[src/hdl/fjdm_pkg.sv]
`default_nettype none

package fjdm_pkg;

    // field widths of the channels
    localparam int FIELD_W      = 20;
    localparam int WEIGHT_W     = 16;
    localparam int TRIALS_W     = 16;
    localparam int OUT_TRIALS_W = 17;
    localparam int MASS_W       = 21;
    localparam int STATUS_W     = 2;

    // arithmetic widths, derived from the momentum width (CMP_W also from the mass width)
    localparam int MOMENTUM_BITS = 20;
    localparam int SUM_W         = MOMENTUM_BITS + 1;
    localparam int SQ_W          = 2 * SUM_W;
    localparam int M2_W          = SQ_W + 2;
    localparam int DIFF_W        = M2_W + 1;
    localparam int REM_W         = SUM_W + 3;
    localparam int ITER_W        = $clog2(SUM_W);
    localparam int CMP_W         = (SUM_W > MASS_W) ? SUM_W : MASS_W;

    // particle store and sequencer counters
    localparam int NPART  = 4;
    localparam int IDX_W  = $clog2(NPART);
    localparam int CNT_W  = 3;
    localparam int PAIR_W = 3;
    localparam int COMP_W = 3;

    localparam logic [CNT_W-1:0]  CNT_FULL = CNT_W'(NPART);
    localparam logic [CNT_W-1:0]  CNT_SAT  = '1;
    localparam logic [MASS_W-1:0] MASS_MAX = '1;

    // pair slots: 01, 23, 02, 13, 03, 12
    localparam logic [PAIR_W-1:0] PAIR_FIRST_B = PAIR_W'(1);
    localparam logic [PAIR_W-1:0] PAIR_LAST    = PAIR_W'(5);

    // component steps of the square and accumulate sequence
    localparam logic [COMP_W-1:0] COMP_E    = COMP_W'(0);
    localparam logic [COMP_W-1:0] COMP_X    = COMP_W'(1);
    localparam logic [COMP_W-1:0] COMP_Y    = COMP_W'(2);
    localparam logic [COMP_W-1:0] COMP_Z    = COMP_W'(3);
    localparam logic [COMP_W-1:0] COMP_ACC0 = COMP_W'(2);
    localparam logic [COMP_W-1:0] COMP_LAST = COMP_W'(5);

    // result status codes
    localparam logic [STATUS_W-1:0] STATUS_OK        = STATUS_W'(0);
    localparam logic [STATUS_W-1:0] STATUS_BAD_COUNT = STATUS_W'(1);
    localparam logic [STATUS_W-1:0] STATUS_NEG_M2    = STATUS_W'(2);

    typedef struct packed {
        logic        [MOMENTUM_BITS-1:0] e;
        logic signed [MOMENTUM_BITS-1:0] px;
        logic signed [MOMENTUM_BITS-1:0] py;
        logic signed [MOMENTUM_BITS-1:0] pz;
    } part_t;

    // first particle of a pair slot
    function automatic logic [IDX_W-1:0] pair_first(input logic [PAIR_W-1:0] p);
        logic [IDX_W-1:0] r;
        case (p)
            PAIR_W'(1): r = IDX_W'(2);
            PAIR_W'(3): r = IDX_W'(1);
            PAIR_W'(5): r = IDX_W'(1);
            default:    r = IDX_W'(0);
        endcase
        return r;
    endfunction

    // second particle of a pair slot
    function automatic logic [IDX_W-1:0] pair_second(input logic [PAIR_W-1:0] p);
        logic [IDX_W-1:0] r;
        case (p)
            PAIR_W'(0): r = IDX_W'(1);
            PAIR_W'(2): r = IDX_W'(2);
            PAIR_W'(5): r = IDX_W'(2);
            default:    r = IDX_W'(3);
        endcase
        return r;
    endfunction

endpackage

`default_nettype wire

[src/hdl/four_jet_dijet_mass_pairing.sv]
// Four-jet dijet mass pairing.
// Input channel (in_valid / in_stall): one particle per transaction, energy and
// momentum in 10 MeV units; last_particle closes the event and carries its
// weight and trial count. A particle that is not last is taken without a stall.
// Output channel (out_valid / out_stall): one result per transaction. An event
// without exactly four particles gives one result (status 1), which passes from
// the result register to the output register. A four-particle event gives two
// results, the pair masses of the pairing with the closest mass squared, the
// first and then the second. The work is done by the shared squarer (six pairs,
// each read and then squared and accumulated component by component, plus a
// difference and compare per pairing) and by the bit-serial square root, one
// result bit per cycle. in_stall is high from the last particle until the final
// result of the event sits in the output register.
// A stalled result holds in the output register; the sequencer waits for it.
// Reset clears the particle count, the sequencer and the output valid; the
// particle store itself is not cleared.
`default_nettype none

module four_jet_dijet_mass_pairing
(
    input  wire logic                                     clk,
    input  wire logic                                     rst_n,
    input  wire logic                                     in_valid,
    output logic                                          in_stall,
    input  wire logic        [fjdm_pkg::FIELD_W-1:0]      energy,
    input  wire logic signed [fjdm_pkg::FIELD_W-1:0]      mom_x,
    input  wire logic signed [fjdm_pkg::FIELD_W-1:0]      mom_y,
    input  wire logic signed [fjdm_pkg::FIELD_W-1:0]      mom_z,
    input  wire logic signed [fjdm_pkg::WEIGHT_W-1:0]     event_weight,
    input  wire logic        [fjdm_pkg::TRIALS_W-1:0]     event_trials,
    input  wire logic                                     last_particle,
    output logic                                          out_valid,
    input  wire logic                                     out_stall,
    output logic             [fjdm_pkg::MASS_W-1:0]       pair_mass,
    output logic signed      [fjdm_pkg::WEIGHT_W-1:0]     out_weight,
    output logic             [fjdm_pkg::OUT_TRIALS_W-1:0] out_trials,
    output logic             [fjdm_pkg::STATUS_W-1:0]     status,
    output logic                                          last_result
);

    import fjdm_pkg::*;

    typedef enum logic [3:0] {
        ST_IDLE,
        ST_RD_A,
        ST_RD_B,
        ST_SQ,
        ST_DIFF,
        ST_CMP,
        ST_ROOT_START,
        ST_ROOT,
        ST_EMIT
    } state_t;

    // particle store
    part_t            part_mem [NPART];
    part_t            rd_data_reg;
    part_t            wr_part;
    logic             wr_en;
    logic [IDX_W-1:0] wr_addr;
    logic [IDX_W-1:0] rd_addr;

    // sequencer and datapath registers
    state_t                     state_reg, state_next;
    logic [CNT_W-1:0]           count_reg, count_next;
    logic [PAIR_W-1:0]          pair_reg, pair_next;
    logic [COMP_W-1:0]          comp_reg, comp_next;
    part_t                      pa_reg, pa_next;
    logic [SUM_W-1:0]           sum_reg, sum_next;
    logic [SQ_W-1:0]            sq_reg, sq_next;
    logic signed [M2_W-1:0]     acc_reg, acc_next;
    logic signed [M2_W-1:0]     a_reg, a_next;
    logic signed [DIFF_W-1:0]   diff_reg, diff_next;
    logic [DIFF_W-1:0]          best_d_reg, best_d_next;
    logic signed [M2_W-1:0]     best_a_reg, best_a_next;
    logic signed [M2_W-1:0]     best_b_reg, best_b_next;
    logic                       sel_reg, sel_next;
    logic [SQ_W-1:0]            rad_reg, rad_next;
    logic [REM_W-1:0]           rem_reg, rem_next;
    logic [SUM_W-1:0]           root_reg, root_next;
    logic [ITER_W-1:0]          iter_reg, iter_next;
    logic [MASS_W-1:0]          res_mass_reg, res_mass_next;
    logic [STATUS_W-1:0]        res_status_reg, res_status_next;
    logic                       res_last_reg, res_last_next;
    logic signed [WEIGHT_W-1:0] res_weight_reg, res_weight_next;
    logic [OUT_TRIALS_W-1:0]    res_trials_reg, res_trials_next;
    logic                       out_valid_reg, out_valid_next;
    logic [MASS_W-1:0]          pair_mass_reg, pair_mass_next;
    logic signed [WEIGHT_W-1:0] out_weight_reg, out_weight_next;
    logic [OUT_TRIALS_W-1:0]    out_trials_reg, out_trials_next;
    logic [STATUS_W-1:0]        status_reg, status_next;
    logic                       last_result_reg, last_result_next;

    // combinational helpers
    logic                          in_acc;
    logic [CNT_W-1:0]              cnt_inc;
    logic signed [MOMENTUM_BITS-1:0] mom_a, mom_b;
    logic signed [SUM_W-1:0]       msum;
    logic [SUM_W-1:0]              esum;
    logic [SUM_W-1:0]              abs_sum;
    logic signed [M2_W-1:0]        sq_ext;
    logic [DIFF_W-1:0]             abs_d;
    logic signed [M2_W-1:0]        root_val;
    logic [REM_W-1:0]              rem_sh;
    logic [REM_W-1:0]              trial;
    logic [SUM_W-1:0]              root_step;
    logic [MASS_W-1:0]             mass_sat;
    logic                          out_free;

    // handshake
    assign in_stall = (state_reg != ST_IDLE);
    assign in_acc   = in_valid && !in_stall;
    assign out_free = !out_valid_reg || !out_stall;

    // store write and pair read addresses
    assign wr_en      = in_acc && (count_reg < CNT_FULL);
    assign wr_addr    = count_reg[IDX_W-1:0];
    assign wr_part.e  = MOMENTUM_BITS'(energy);
    assign wr_part.px = MOMENTUM_BITS'(mom_x);
    assign wr_part.py = MOMENTUM_BITS'(mom_y);
    assign wr_part.pz = MOMENTUM_BITS'(mom_z);
    assign rd_addr    = (state_reg == ST_RD_A) ? pair_first(pair_reg)
                                               : pair_second(pair_reg);

    // particle store, one write and one registered read
    always_ff @(posedge clk)
    begin
        if (wr_en)
        begin
            part_mem[wr_addr] <= wr_part;
        end
        rd_data_reg <= part_mem[rd_addr];
    end

    // saturating particle count
    assign cnt_inc = (count_reg == CNT_SAT) ? count_reg : count_reg + CNT_W'(1);

    // absolute component sum of the current pair
    always_comb
    begin
        case (comp_reg)
            COMP_X:
            begin
                mom_a = pa_reg.px;
                mom_b = rd_data_reg.px;
            end
            COMP_Y:
            begin
                mom_a = pa_reg.py;
                mom_b = rd_data_reg.py;
            end
            default:
            begin
                mom_a = pa_reg.pz;
                mom_b = rd_data_reg.pz;
            end
        endcase
    end

    assign esum    = SUM_W'(pa_reg.e) + SUM_W'(rd_data_reg.e);
    assign msum    = SUM_W'(mom_a) + SUM_W'(mom_b);
    assign abs_sum = (comp_reg == COMP_E) ? esum
                   : (msum[SUM_W-1] ? (~msum + SUM_W'(1)) : msum);
    assign sq_ext  = signed'(M2_W'(sq_reg));

    // absolute pairing difference
    assign abs_d = diff_reg[DIFF_W-1] ? (~diff_reg + DIFF_W'(1)) : diff_reg;

    // square root step, one result bit per cycle
    assign root_val  = sel_reg ? best_b_reg : best_a_reg;
    assign rem_sh    = {rem_reg[REM_W-3:0], rad_reg[SQ_W-1 -: 2]};
    assign trial     = REM_W'({root_reg, 2'b01});
    assign root_step = (rem_sh >= trial) ? {root_reg[SUM_W-2:0], 1'b1}
                                         : {root_reg[SUM_W-2:0], 1'b0};
    assign mass_sat  = (CMP_W'(root_step) > CMP_W'(MASS_MAX)) ? MASS_MAX
                                                              : MASS_W'(root_step);

    // sequencer next state
    always_comb
    begin
        state_next       = state_reg;
        count_next       = count_reg;
        pair_next        = pair_reg;
        comp_next        = comp_reg;
        pa_next          = pa_reg;
        sum_next         = sum_reg;
        sq_next          = sq_reg;
        acc_next         = acc_reg;
        a_next           = a_reg;
        diff_next        = diff_reg;
        best_d_next      = best_d_reg;
        best_a_next      = best_a_reg;
        best_b_next      = best_b_reg;
        sel_next         = sel_reg;
        rad_next         = rad_reg;
        rem_next         = rem_reg;
        root_next        = root_reg;
        iter_next        = iter_reg;
        res_mass_next    = res_mass_reg;
        res_status_next  = res_status_reg;
        res_last_next    = res_last_reg;
        res_weight_next  = res_weight_reg;
        res_trials_next  = res_trials_reg;
        out_valid_next   = out_valid_reg && out_stall;
        pair_mass_next   = pair_mass_reg;
        out_weight_next  = out_weight_reg;
        out_trials_next  = out_trials_reg;
        status_next      = status_reg;
        last_result_next = last_result_reg;

        case (state_reg)
            ST_IDLE:
            begin
                if (in_acc)
                begin
                    count_next = cnt_inc;
                    if (last_particle)
                    begin
                        count_next = '0;
                        if (cnt_inc != CNT_FULL)
                        begin
                            res_mass_next   = '0;
                            res_status_next = STATUS_BAD_COUNT;
                            res_last_next   = 1'b1;
                            res_weight_next = '0;
                            res_trials_next = {event_trials, 1'b0};
                            state_next      = ST_EMIT;
                        end
                        else
                        begin
                            res_weight_next = event_weight;
                            res_trials_next = OUT_TRIALS_W'(event_trials);
                            pair_next       = '0;
                            state_next      = ST_RD_A;
                        end
                    end
                end
            end

            ST_RD_A:
            begin
                state_next = ST_RD_B;
            end

            ST_RD_B:
            begin
                pa_next    = rd_data_reg;
                comp_next  = '0;
                state_next = ST_SQ;
            end

            // sum, square and accumulate, three steps overlapped
            ST_SQ:
            begin
                sum_next  = abs_sum;
                sq_next   = sum_reg * sum_reg;
                comp_next = comp_reg + COMP_W'(1);
                if (comp_reg >= COMP_ACC0)
                begin
                    acc_next = (comp_reg == COMP_ACC0) ? sq_ext : acc_reg - sq_ext;
                end
                if (comp_reg == COMP_LAST)
                begin
                    if (!pair_reg[0])
                    begin
                        a_next     = acc_next;
                        pair_next  = pair_reg + PAIR_W'(1);
                        state_next = ST_RD_A;
                    end
                    else
                    begin
                        state_next = ST_DIFF;
                    end
                end
            end

            ST_DIFF:
            begin
                diff_next  = DIFF_W'(a_reg) - DIFF_W'(acc_reg);
                state_next = ST_CMP;
            end

            // a later pairing wins ties against an earlier one
            ST_CMP:
            begin
                if ((pair_reg == PAIR_FIRST_B) || (abs_d <= best_d_reg))
                begin
                    best_d_next = abs_d;
                    best_a_next = a_reg;
                    best_b_next = acc_reg;
                end
                if (pair_reg == PAIR_LAST)
                begin
                    sel_next   = 1'b0;
                    state_next = ST_ROOT_START;
                end
                else
                begin
                    pair_next  = pair_reg + PAIR_W'(1);
                    state_next = ST_RD_A;
                end
            end

            ST_ROOT_START:
            begin
                res_last_next = sel_reg;
                if (root_val[M2_W-1])
                begin
                    res_mass_next   = '0;
                    res_status_next = STATUS_NEG_M2;
                    state_next      = ST_EMIT;
                end
                else
                begin
                    rad_next   = root_val[SQ_W-1:0];
                    rem_next   = '0;
                    root_next  = '0;
                    iter_next  = ITER_W'(SUM_W - 1);
                    state_next = ST_ROOT;
                end
            end

            ST_ROOT:
            begin
                rem_next  = (rem_sh >= trial) ? rem_sh - trial : rem_sh;
                root_next = root_step;
                rad_next  = {rad_reg[SQ_W-3:0], 2'b00};
                iter_next = iter_reg - ITER_W'(1);
                if (iter_reg == '0)
                begin
                    res_mass_next   = mass_sat;
                    res_status_next = STATUS_OK;
                    state_next      = ST_EMIT;
                end
            end

            // hand the result to the output register once it is free
            ST_EMIT:
            begin
                if (out_free)
                begin
                    out_valid_next   = 1'b1;
                    pair_mass_next   = res_mass_reg;
                    out_weight_next  = res_weight_reg;
                    out_trials_next  = res_trials_reg;
                    status_next      = res_status_reg;
                    last_result_next = res_last_reg;
                    if (res_last_reg)
                    begin
                        state_next = ST_IDLE;
                    end
                    else
                    begin
                        sel_next   = 1'b1;
                        state_next = ST_ROOT_START;
                    end
                end
            end

            default:
            begin
                state_next = ST_IDLE;
            end
        endcase
    end

    // state and registered outputs
    always_ff @(posedge clk or negedge rst_n)
    begin
        if (!rst_n)
        begin
            state_reg       <= ST_IDLE;
            count_reg       <= '0;
            pair_reg        <= '0;
            comp_reg        <= '0;
            pa_reg          <= '0;
            sum_reg         <= '0;
            sq_reg          <= '0;
            acc_reg         <= '0;
            a_reg           <= '0;
            diff_reg        <= '0;
            best_d_reg      <= '0;
            best_a_reg      <= '0;
            best_b_reg      <= '0;
            sel_reg         <= 1'b0;
            rad_reg         <= '0;
            rem_reg         <= '0;
            root_reg        <= '0;
            iter_reg        <= '0;
            res_mass_reg    <= '0;
            res_status_reg  <= STATUS_OK;
            res_last_reg    <= 1'b0;
            res_weight_reg  <= '0;
            res_trials_reg  <= '0;
            out_valid_reg   <= 1'b0;
            pair_mass_reg   <= '0;
            out_weight_reg  <= '0;
            out_trials_reg  <= '0;
            status_reg      <= STATUS_OK;
            last_result_reg <= 1'b0;
        end
        else
        begin
            state_reg       <= state_next;
            count_reg       <= count_next;
            pair_reg        <= pair_next;
            comp_reg        <= comp_next;
            pa_reg          <= pa_next;
            sum_reg         <= sum_next;
            sq_reg          <= sq_next;
            acc_reg         <= acc_next;
            a_reg           <= a_next;
            diff_reg        <= diff_next;
            best_d_reg      <= best_d_next;
            best_a_reg      <= best_a_next;
            best_b_reg      <= best_b_next;
            sel_reg         <= sel_next;
            rad_reg         <= rad_next;
            rem_reg         <= rem_next;
            root_reg        <= root_next;
            iter_reg        <= iter_next;
            res_mass_reg    <= res_mass_next;
            res_status_reg  <= res_status_next;
            res_last_reg    <= res_last_next;
            res_weight_reg  <= res_weight_next;
            res_trials_reg  <= res_trials_next;
            out_valid_reg   <= out_valid_next;
            pair_mass_reg   <= pair_mass_next;
            out_weight_reg  <= out_weight_next;
            out_trials_reg  <= out_trials_next;
            status_reg      <= status_next;
            last_result_reg <= last_result_next;
        end
    end

    assign out_valid   = out_valid_reg;
    assign pair_mass   = pair_mass_reg;
    assign out_weight  = out_weight_reg;
    assign out_trials  = out_trials_reg;
    assign status      = status_reg;
    assign last_result = last_result_reg;

    // closing particle always starts event processing
    a_last_blocks: assert property (@(posedge clk) disable iff (!rst_n)
        in_valid && !in_stall && last_particle |=> in_stall)
        else $error("last particle did not block the input");

    // a bad count result is a single, empty entry
    a_bad_count: assert property (@(posedge clk) disable iff (!rst_n)
        out_valid && (status == STATUS_BAD_COUNT)
        |-> (pair_mass == '0) && (out_weight == '0) && last_result)
        else $error("bad count result not empty or not final");

    // clamped mass squared gives zero mass
    a_neg_m2: assert property (@(posedge clk) disable iff (!rst_n)
        out_valid && (status == STATUS_NEG_M2) |-> (pair_mass == '0))
        else $error("negative mass squared with non-zero mass");

    // the count is cleared whenever an event is being worked on
    a_count_clear: assert property (@(posedge clk) disable iff (!rst_n)
        (state_reg != ST_IDLE) |-> (count_reg == '0))
        else $error("particle count not cleared during event processing");

    // pair slot counter stays within the six pairs
    a_pair_range: assert property (@(posedge clk) disable iff (!rst_n)
        pair_reg <= PAIR_LAST)
        else $error("pair slot counter out of range");

endmodule

`default_nettype wire
[config.mk]
export PLATFORM = sky130hd
export DESIGN_NAME = four_jet_dijet_mass_pairing
export DESIGN_NICKNAME = d
export VERILOG_FILES = /design/src/hdl/fjdm_pkg.sv /design/src/hdl/four_jet_dijet_mass_pairing.sv
export SDC_FILE = /design/constraint.sdc
export NUM_CORES = 2
export LEC_CHECK = 0
export ABC_AREA = 1
export ABC_CLOCK_PERIOD_IN_PS = 11000
export BUFFER_PORTS_ARGS = -buffer_cell sky130_fd_sc_hd__buf_2
export CORE_UTILIZATION = 41
export DETAILED_ROUTE_END_ITERATION = 10
export HOLD_SLACK_MARGIN = 0.05
export MAX_ROUTING_LAYER = met4
export SETUP_SLACK_MARGIN = 0.1
export SLEW_MARGIN = 0
export SYNTH_ARGS = -nofsm -noshare
export SYNTH_HDL_FRONTEND = slang
export SYNTH_SLANG_ARGS = --single-unit
[constraint.sdc]
create_clock -name clk -period 11 [get_ports clk]
set_input_delay 1.1 -clock clk [delete_from_list [all_inputs] [get_ports clk]]
set_output_delay 1.1 -clock clk [all_outputs]
set_load 0.02 [all_outputs]
# After elaboration in Yosys (flattened, before gate mapping)
# Memory sizes are Yosys's and may differ from the RTL's. A register that Yosys moved wholly into a read port is not among the register bits.
# Cells that the tools add are included.
# Widths: inputs -> output; s select.
[word_totals]
input_bits = 117
elab_cells = 186
n_memories = 1
ff_bits = 628
mem_bits_rw = 320
[memory_table]
columns = ["memory", "depth", "width", "read_ports", "rd_clocked_by_memory_dff", "write_ports", "line", "text"]
rows = [
  ["part_mem", 4, 80, 1, 1, 1, "four_jet_dijet_mass_pairing.sv:56", "part_t part_mem [NPART];"],
]
[op_classes]
n_eq_ne = 30
addsub = 11
mul = 1
bitwise = 3
reduce_logical = 33
n_mux = 69
n_lt_le_gt_ge = 5
[op_table]
columns = ["cell", "count"]
rows = [
  ["$mux 21", 9],
  ["$mux 44", 3],
  ["$pmux 42 s2", 1],
  ["$pmux 20 s2", 2],
  ["$pmux 21 s3", 1],
  ["$add 45x2->45 const B", 1],
  ["$le 45x45->1", 1],
  ["$mux 45", 1],
  ["$not 45->45", 1],
  ["$sub 44x44->45", 1],
  ["$mux 22", 2],
  ["$pmux 22 s2", 1],
  ["$sub 44x43->44", 1],
  ["$add 20x20->21", 2],
  ["$mul 21x21->42", 1],
  ["$mux 42", 1],
  ["$pmux 21 s2", 1],
  ["$pmux 4 s9", 1],
  ["$mux 3", 11],
  ["$mux 4", 7],
  ["$ne 2x2->1 const B", 13],
  ["$ge 24x23->1", 1],
  ["$sub 22x22->22", 1],
  ["$add 21x1->21 const B", 1],
  ["other kinds (42)", 87],
]

# Logic depth before layout (Yosys ltp)
[logic_depth]
word_depth = 7
depth_mapped = 30
depth_no_buf = 28

# Worst setup path before layout
# Ideal clock, no wire load.
[synth_path]
kind = "flip-flop to flip-flop"
from = "register sum_reg[18]"
to = "register sq_reg[34]"
path_buffers = 1
path_stages_with_launch = 28
setup_slack_ps = 4797
arrival_time_ps = 6085
required_ps = 10882
setup_ps = 118
cell_sequence = "dfrtp_1 clkbuf_1 nand2_1 fa_1 inv_1 fa_1 inv_1 fa_1 inv_1 fa_1 fa_1 fa_1 inv_1 fa_1 inv_1 ha_1 nand2_1 nor2_1 and2_1 inv_1 o21ai_0 a21oi_1 o21bai_1 nand2_1 nand2_1 nand2_1 nand3_1 nand2_1"
[synth_between]
elab_chain_cells = 1
[synth_lines]
columns = ["element", "line", "text"]
rows = [
  ["start: declaration", "four_jet_dijet_mass_pairing.sv:69", "logic [SUM_W-1:0] sum_reg, sum_next;"],
  ["start signal: assignment", "four_jet_dijet_mass_pairing.sv:409", "sum_reg <= sum_next;"],
  ["$mul 21x21->42", "four_jet_dijet_mass_pairing.sv:256", "sq_next = sum_reg * sum_reg;"],
  ["end signal: assignment", "four_jet_dijet_mass_pairing.sv:410", "sq_reg <= sq_next;"],
  ["end: declaration", "four_jet_dijet_mass_pairing.sv:70", "logic [SQ_W-1:0] sq_reg, sq_next;"],
]
# No other way between the ends.
# A chain may end at the register's enable or synchronous reset.

# Final worst setup path
[layout_path]
from = "register sum_reg[13]"
to = "register sq_reg[38]"
# Same word-level chain as after synthesis.

==> flow_metrics.py <==
metrics = {
    "worst_setup_path": {
        "cp-endpoint": "sq_reg[38]",
        "cp_common_cell": "fa_1",
        "worstSetupStartpointType": "flip-flop",
        "critPathMaxStageDelay_ns": 1.01,
        "r2r_setup_slack_ns": 3.84,
        "r2r-end": "sq_reg[38]",
        "cp_num_cells": 23,
        "cp.arrival_ns": 7.74,
        "r2r_start": "sum_reg[13]",
        "cp_slowest_cell": "dfrtp_1",
        "critical-path-top-delay-family": "adder cells",
        "path_max_fanout": 23,
        "crit_path_end_kind": "flip-flop",
        "r2r_cells": 23,
        "crit_path_cell_trace": "nand2_1 > fa_1 > inv_1 > fa_1 > fa_1 > fa_1 > fa_1 > fa_1 > inv_1 > fa_1 > inv_1 > ha_1 > nand2_1 > nor2_1 > inv_1 > nor2_1 > inv_1 > nor4_1 > nand3_1 > nand3_1 > nand2_1 > nand3_1 > o21ai_0",
        "worstPathRequired_ns": 11.58,
        "startpoint": "sum_reg[13]",
        "critPathKind": "flip-flop to flip-flop",
        "path_buf_inv": 5,
    },
    "route": {
        "drc": 0,
        "viasPerCell": 5.19,
        "firstDrtPassIters": 5,
        "vias": 52923,
        "antenna_left": 0,
        "wl_per_cell_um": 18.7,
        "wirelength_um": 191000,
        "met3_length_um": 8930,
        "dr_wl_met2_um": 88100,
        "wl_met1_um": 87200,
        "drt-initial-drc-count": 3984,
        "highest_layer": "met4",
    },
    "sta": {
        "fin_crit_sh_pct": 65.1,
        "fin_skew_ns": 0.0511,
        "rsz0062_at_grt": "no",
        "maxSlewViolCount": 0,
        "finalCriticalPeriod_ns": 7.16,
        "hold_viol": 0,
        "fmax_mhz": 140,
        "slew_headroom_pct": 31.9,
        "setup_violations": 0,
        "tns_ns": 0,
        "worst_pin_slew_ns": 1.02,
    },
    "logic_synthesis": {
        "syn-cell-area_um2": 65700,
        "syn_area_per_cell_um2": 8.25,
        "synth_edf_count": 320,
        "async_flop_share_pct": 61.0,
        "synth_nets": 8762,
        "yosysWarnings": 0,
        "synthDistinctLibCells": 62,
        "synthCells": 7964,
        "synthFlopType": "dfrtp_1",
        "synth_seq_area_share_pct": 40.9,
        "synth-seq-cells": 1025,
    },
    "clock_network": {
        "cts-root-buf": "clkbuf_16",
        "cts_buffers": 112,
        "cts_setup_buffers": 0,
        "postCtsResizedCells": 0,
        "clock_latency_ns": 0.75,
        "cts.htree.levels": 3,
        "clk_pin_slew_ns": 0.07,
        "cts_tree": "done",
        "cts_hold_buf": 0,
        "cts.path.max_buffers": 3,
        "cts.sinks": 1025,
    },
    "cells_and_area": {
        "final_util_pct": 45.6,
        "area_delta_synth_final_pct": 10.2,
        "largest_reg_flops": 320,
        "layout_commonest_cell": "nand2_1",
        "final_nets": 8810,
        "final_cell_mix": "1896 x nand2_1, 1182 x inv_1, 777 x o21ai_0, 625 x nor2_1, 625 x dfrtp_1",
        "drive_gt1_share_pct": 6.64,
    },
    "global_routing": {
        "grt_overflow": 0,
        "grt_pass1_wl_um": 302000,
        "grt_pass1_vias": 52900,
        "grt_max_degree": 165,
        "track_usage_pct": 24.4,
        "antenna_found_initial": 18,
    },
    "floorplan": {
        "initial_utilization_pct": 41.4,
        "coreArea_um2": 159000,
        "die_x_um": 402,
        "rows": 146,
        "die_area_um2": 162000,
        "num_io_pins": 176,
        "dieHeight_um": 402,
    },
    "placement": {
        "hpwlAfterDp_um": 142000,
        "routabilityCongestion": 0.924,
        "portBuffers": 175,
    },
    "job": {
        "maxCapViolCount": 0,
    },
    "hold_path": {
        "hp-class": "input port to asynchronous set/reset pin",
    },
    "run_status": {
        "outcome": "complete, no violations",
    },
}
==> worst reg2reg max path: cells and delay by family, from the launching register on <==
family	cells	cell delay, ns
AO/OA/AOI/OAI	1	0.10
adder cells (fa/ha/maj)	8	4.08
buffers and inverters	5	0.30
flip-flops	1	1.01
AND/OR/NAND/NOR	9	1.51
==> metal layers <==
layer  up-vias  GRT usage, %
met5         -             -
met2      1256          38.5
met3       285          3.27
met4         0          8.36
li1      25879             -
met1     25503          32.2
==> through the flow <==
| step | area, um2 | setup WS [ns] | std cells | hold WS (ns) |
|---|---|---|---|---|
| after global routing | 72400 | 3.42 | 10192 | 0.465 |
| after detailed placement | 68500 | 3.84 | 9970 | 0.444 |
| final | 72400 | 3.84 | 10194 | 0.443 |
| after floorplan | 65700 | 4.80 | 7964 | 0.426 |
| after CTS | 72300 | 3.82 | 10175 | 0.419 |
| after global placement | 68500 | 3.96 | 9970 | 0.433 |
==> synth_stat cells, types with 9 or more instances <==
library cell | n | area, um2
inv_1 | 1187 | 4460
nand2_1 | 1900 | 7130
edfxtp_1 | 320 | 9610
o22ai_1 | 123 | 769
xnor2_1 | 50 | 438
nand3_1 | 444 | 2220
a31oi_1 | 40 | 250
ha_1 | 366 | 4580
o21ai_1 | 30 | 150
nand4_1 | 54 | 338
a21oi_1 | 289 | 1450
nor2_1 | 633 | 2380
nor2_2 | 15 | 93.8
fa_1 | 315 | 6310
buf_6 | 11 | 124
buf_2 | 41 | 205
nand2_2 | 21 | 131
o211ai_1 | 25 | 188
nor4_1 | 19 | 119
o21a_1 | 13 | 97.6
nor3_1 | 59 | 295
buf_1 | 18 | 67.6
mux2_2 | 9 | 101
o21ai_0 | 777 | 3890
or2_2 | 14 | 87.6
inv_2 | 18 | 67.6
a221oi_1 | 9 | 78.8
dfrtp_1 | 625 | 15600
o21bai_1 | 33 | 248
nand3b_1 | 10 | 75.1
o221ai_1 | 25 | 219
clkbuf_1 | 224 | 841
xor2_1 | 78 | 683
dfxtp_1 | 80 | 1600
a21boi_0 | 9 | 67.6
a21o_1 | 10 | 75.1
==> kinds of logic (layout without fill, tap and decap cells) <==
kind of cell	Yosys count	after routing	synth area share, %
AOI/OAI and AO/OA	1407	1407	11.7
xor gates and xnor gates	128	128	1.71
adders and majority gates	681	681	16.6
buffers and inverters	1506	1645	8.83
DFF	1025	1025	40.9
muxes	11	11	0.185
other	0	19	0
and+or+nand+nor	3206	3206	20.1
==> worst min-delay path by stage <==
stage,endpoint,slack (ns),cells after the start
2_1_floorplan,pa_reg[20],0.43,2
3_3_place_gp,pa_reg[36],0.43,2
3_5_place_dp,pa_reg[31],0.44,2
4_1_cts,res_weight_reg[3],0.42,1
5_1_grt,pa_reg[20],0.47,2
6_report,out_trials[6],0.44,1
==> layout make-up <==
type	count	area [um2]
clock buffers	158	3220
clock inverters	47	651
diodes	19	47.5
multi-input cells	5433	33200
flip-flops and latches	1025	26900
well taps	2072	2590
fillers	15692	86400
repair buffers	232	1330
inverters	1208	4540
Power is not shown: default switching activity piles up to over one toggle a cycle in this logic, so the estimate is an artifact.
